## src/hdl/tpsa_pkg.sv

```systemverilog
// shared constants and types for the typed page slot allocator
`timescale 1ns / 1ps
`default_nettype none
package tpsa_pkg;

  localparam int MAX_PAGES  = 1024;
  localparam int PAGE_BYTES = 4096;
  localparam int SLOT_BITS  = 8;

  localparam int PAGE_W  = $clog2(MAX_PAGES);
  localparam int USED_W  = $clog2(MAX_PAGES + 1);
  localparam int FILL_W  = $clog2(PAGE_BYTES);
  localparam int PROD_W  = 2 * FILL_W;
  localparam int ADDR_W  = 18;
  localparam int OFFS_W  = 22;
  localparam int SIZE_W  = 12;
  localparam int HDR_W   = 8;
  localparam int CIDX_W  = 2;

  localparam logic [CIDX_W-1:0] CFG_LEAF_NODE_BYTES     = 2'd0;
  localparam logic [CIDX_W-1:0] CFG_INTERNAL_NODE_BYTES = 2'd1;
  localparam logic [CIDX_W-1:0] CFG_HEADER_BYTES        = 2'd2;

  localparam logic OP_ALLOCATE = 1'b0;
  localparam logic OP_LOCATE   = 1'b1;

  localparam logic KIND_INTERNAL = 1'b0;
  localparam logic KIND_LEAF     = 1'b1;

  localparam logic STATUS_OK      = 1'b0;
  localparam logic STATUS_NO_PAGE = 1'b1;

  typedef struct packed {
    logic              kind;
    logic [FILL_W-1:0] fill;
  } page_rec_t;

  typedef struct packed {
    logic              en;
    logic [PAGE_W-1:0] idx;
    page_rec_t         rec;
  } store_wr_t;

endpackage
`default_nettype wire

```

## src/hdl/tpsa_mul.sv

```systemverilog
// shared multiplier with registered product
`timescale 1ns / 1ps
`default_nettype none
module tpsa_mul (
  input  wire logic                         clk,
  input  wire logic [tpsa_pkg::FILL_W-1:0] a,
  input  wire logic [tpsa_pkg::SIZE_W-1:0] b,
  output logic      [tpsa_pkg::PROD_W-1:0] prod
);

  always_ff @(posedge clk) begin
    prod <= tpsa_pkg::PROD_W'(a) * tpsa_pkg::PROD_W'(b);
  end

endmodule
`default_nettype wire

```

## config.mk

```make
export PLATFORM = sky130hd
export DESIGN_NAME = tpsa_mul
export DESIGN_NICKNAME = d
export VERILOG_FILES = /design/src/hdl/tpsa_pkg.sv /design/src/hdl/tpsa_mul.sv
export SDC_FILE = /design/constraint.sdc
export NUM_CORES = 1
export LEC_CHECK = 0
export BUFFER_PORTS_ARGS = -buffer_cell sky130_fd_sc_hd__buf_2
export CAP_MARGIN = 25
export CORE_MARGIN = 2
export CORE_UTILIZATION = 60
export DETAILED_ROUTE_END_ITERATION = 7
export MAX_ROUTING_LAYER = met4
export PLACE_DENSITY = 0.8
export SLEW_MARGIN = 0
export SYNTH_ARGS = -nofsm -noshare
export SYNTH_HDL_FRONTEND = slang
export SYNTH_SLANG_ARGS = --single-unit
export TNS_END_PERCENT = 1
```

## constraint.sdc

```tcl
create_clock -name clk -period 6.8 [get_ports clk]
set_input_delay 1.36 -clock clk [delete_from_list [all_inputs] [get_ports clk]]
set_output_delay 1.36 -clock clk [all_outputs]
set_load 0.005 [all_outputs]
```

## Word-level counts from Yosys, hierarchy flattened

Index checks and enable logic that the tools add are counted.

- Bits in registers: 24
- Logic and storage cells: 2
- Bits of input ports: 25
- Output and inout port bits: 24

- $mul: 1

Operator list:

| operator | count |
|---|---|
| multiplier 12 x 12 -> 24 bit | 1 |

## Depth between registers and ports, before layout

- Depth in word-level cells: 1
- Gate-level depth with buffers: 19
- Gate-level depth less buffers: 18

## Least setup slack after synthesis

No wires, ideal clock.

- Kind: input -> register
- Start: input b[3] (netlist bit)
- End: register prod[19] (netlist bit)
- Cell stages on the path: 18
- Path buffers: 1
- Slack: 0.926 ns
- Library setup time: 0.127 ns
- Arrival time: 5.747 ns
- Data required time: 6.673 ns
- Cells stage by stage: clkbuf_1 > nand2_1 > fa_1 > inv_1 > fa_1 > inv_1 > fa_1 > inv_1 > fa_1 > inv_1 > fa_1 > inv_1 > ha_1 > a21o_1 > o21a_4 > a311oi_4 > o21ai_0 > xor2_1

- Word-level cells in the longest chain between the ends: 1

Ends and longest elaborated chain:

| element | RTL line | source |
|---|---|---|
| start, declared | tpsa_mul.sv:7 | `input wire logic [tpsa_pkg::SIZE_W-1:0] b,` |
| multiplier 12 x 12 -> 24 bit | tpsa_mul.sv:12 | `prod <= tpsa_pkg::PROD_W'(a) * tpsa_pkg::PROD_W'(b);` |
| end signal, assigned | tpsa_mul.sv:12 |  |
| end, declared | tpsa_mul.sv:8 | `output logic [tpsa_pkg::PROD_W-1:0] prod` |

No other way between the ends.

## Final worst setup path

- Start: input a[7] (netlist bit)
- End: register prod[20] (netlist bit)

- Word-level cells in the longest chain between the ends: 1

Ends and longest elaborated chain:

| element | RTL line | source |
|---|---|---|
| start, declared | tpsa_mul.sv:6 | `input wire logic [tpsa_pkg::FILL_W-1:0] a,` |
| multiplier 12 x 12 -> 24 bit | tpsa_mul.sv:12 |  |

No other way between the ends.

==> results.yml <==
layout:
  area_growth_pct: 6.18
  regArea_um2: 480
  design_area_mm2: 0.00559
  drive_gt1_frac: 0.0957
  top_register: "prod"
  n_fill_cell: 742
  reg_top3: "prod (24)"
  multi_input_comb_area_mm2: 0.00415
  largest_reg_flops: 24
  fin_nets: 815
  num_antenna_cells: 0
job:
  drv_cap: 0
clock_tree:
  cts-resized-gates: 0
  cts_sinks: 24
  cts_hold_buf: 0
  cts_buffers: 3
  cts_buffer_depth: 2
  cts_root_buf: "clkbuf_8"
  cts_tree: "built"
  postCtsSetupBuffers: 0
  clk_pin_slew_worst_paths_ns: 0.08
  h-tree-depth: 1
sta:
  hold_viol: 0
  period_needed_ns: 5.93
  max_slew.worst_pin.slew_ns: 0.368
  setup_viol: 0
  rsz0062_at_grt: "false"
  setup_tns_ns: 0
  max_freq_mhz: 169
  slew_headroom: 0.752
  timing.final.crit_share: 0.871
  report.final.slew_viol_count: 0
place:
  routabilityCongestion: 0.916
  hpwl_um: 9340
  placedInstanceArea_mm2: 0.00553
  portBuffers: 48
detailed_routing:
  drt-wirelength-per-cell_um: 15.0
  drcViolationCount: 0
  vias_per_cell: 5.41
  wl_um: 11000
  vias: 3974
  ant_nets: 0
  firstDrtPassIters: 4
  drt_iter0_drc: 100
synthesis:
  synth_top_area_cell: "fa_1"
  synth_top_area_frac: 0.380
  synth_area_leaders: "fa_1 38%, ha_1 15%, inv_1 10%"
  yosys_warnings: 0
  synth.most_common_cell: "inv_1"
  async_flop_share: 0
  synth_area_per_cell_um2: 8.73
  synthCells: 603
  synth_seq_area_share: 0.0913
  ys.flop_type: "dfxtp_1"
  syn-cell-area_mm2: 0.00526
  synth_edf_count: 0
  synth_nets: 790
  synth.ff_latch_count: 24
  synth_common_cells: "141 x inv_1, 100 x fa_1, 100 x nand2_1, 62 x ha_1, 55 x and2_1"
  synth_cell_types: 39
pwr:
  vdd_drop_max_mv: 0.338
  power.density_mw_per_mm2: 421
  power.leakage_uw: 0.00306
  finalPower_uw: 2350
floorplan:
  die_h_um: 97.7
  io_pins: 49
  die-area_mm2: 0.00954
  coreArea_mm2: 0.00859
  die_width_um: 97.7
  num_rows: 34
  initial_core_util: 0.613
global_route:
  grt_pass1_vias: 4231
  antenna_found_initial: 0
  grtUsageTotal: 0.251
  grt_max_degree: 14
  grt_pass1_wl_um: 18900
  grt_overflow: 0
worst_setup_path:
  critPathTopFamily: "adder cells"
  worst_setup_path_start_kind: "input port"
  slowest_stage: "fa_1"
  crit_type: "input port to register"
  path_cells: "buf_2, nand2_1, fa_1, inv_1, fa_1, inv_1, fa_1, inv_1, fa_1, inv_1, fa_1, inv_1, ha_1, and2_1, o21ai_0, a31oi_1, o21ai_1, o221ai_1, a31oi_1"
  critPathBufInv: 6
  worstPathRequired_ns: 6.99
  cp-end-kind: "register"
  path_max_fanout: 12
  slowest_delay_ns: 0.55
  arrival_ns: 6.11
worst_hold_path:
  hold_path_class: "input port to register"
run_status:
  status: "finished, final reports clean"
area by class of cell:
type | instances | area share
clock buffer | 4 | 0.00985
tap | 108 | 0.0242
multi-input combinational | 410 | 0.742
sequential | 24 | 0.0860
inverter | 141 | 0.0947
timing repair buffer | 48 | 0.0430
logic make-up (layout without fill, tap and decap cells):
logic type	Yosys count	count (layout)	share of synthesized area
flops	24	24	0.0913
xor+xnor	18	18	0.0299
compound gates	52	52	0.0718
fa+ha+maj	162	162	0.528
simple gates	178	178	0.159
buf+inv	169	193	0.121
cells in the final DEF (no fill, tap or decap), types with 2 or more instances in the layout:
master / count
o21ai_1: 2
and2_1: 55
nor2_1: 9
xnor2_1: 14
xor2_1: 4
fa_1: 100
o21a_1: 2
a31oi_1: 5
nand2b_1: 2
buf_2: 48
nand4_1: 3
a21o_1: 5
nand2_1: 100
clkbuf_8: 4
nor2b_1: 2
inv_1: 141
nand3_1: 4
ha_1: 62
dfxtp_1: 24
o21ai_0: 6
a21oi_1: 15
nor3_1: 2
power breakdown:
part	switching, uW	total, uW	internal (uW)
Clock	44.4	96.1	51.7
Sequential	12.4	245	233
Combinational	1150	2010	864
metrics by stage:
stage	instances	hold slack [ns]	worst slack, ns	util
2_1_floorplan	603	1.48	0.926	-
4_1_cts	735	1.47	0.909	0.650
3_5_place_dp	731	1.73	0.655	0.644
3_3_place_gp	731	1.74	0.810	0.644
6_report	735	1.48	0.875	0.650
5_1_grt	735	1.48	0.651	0.650
routing by layer:
| metal | wire length (um) | up-vias | track usage |
|---|---|---|---|
| met5 | 0 | - | - |
| met4 | 270 | 0 | 0.0609 |
| met3 | 485 | 22 | 0.0309 |
| met2 | 6160 | 114 | 0.466 |
| met1 | 4130 | 1996 | 0.288 |
| li1 | - | 1842 | - |
path summary, 6_finish.rpt:
| path | depth (start not counted) | slack (ns) | from | end |
|---|---|---|---|---|
| setup / recovery | 19 | 0.87 | a[7] | prod[20] |
| hold / removal | 2 | 1.48 | a[0] | prod[0] |
(Power assumes the default switching activity.)
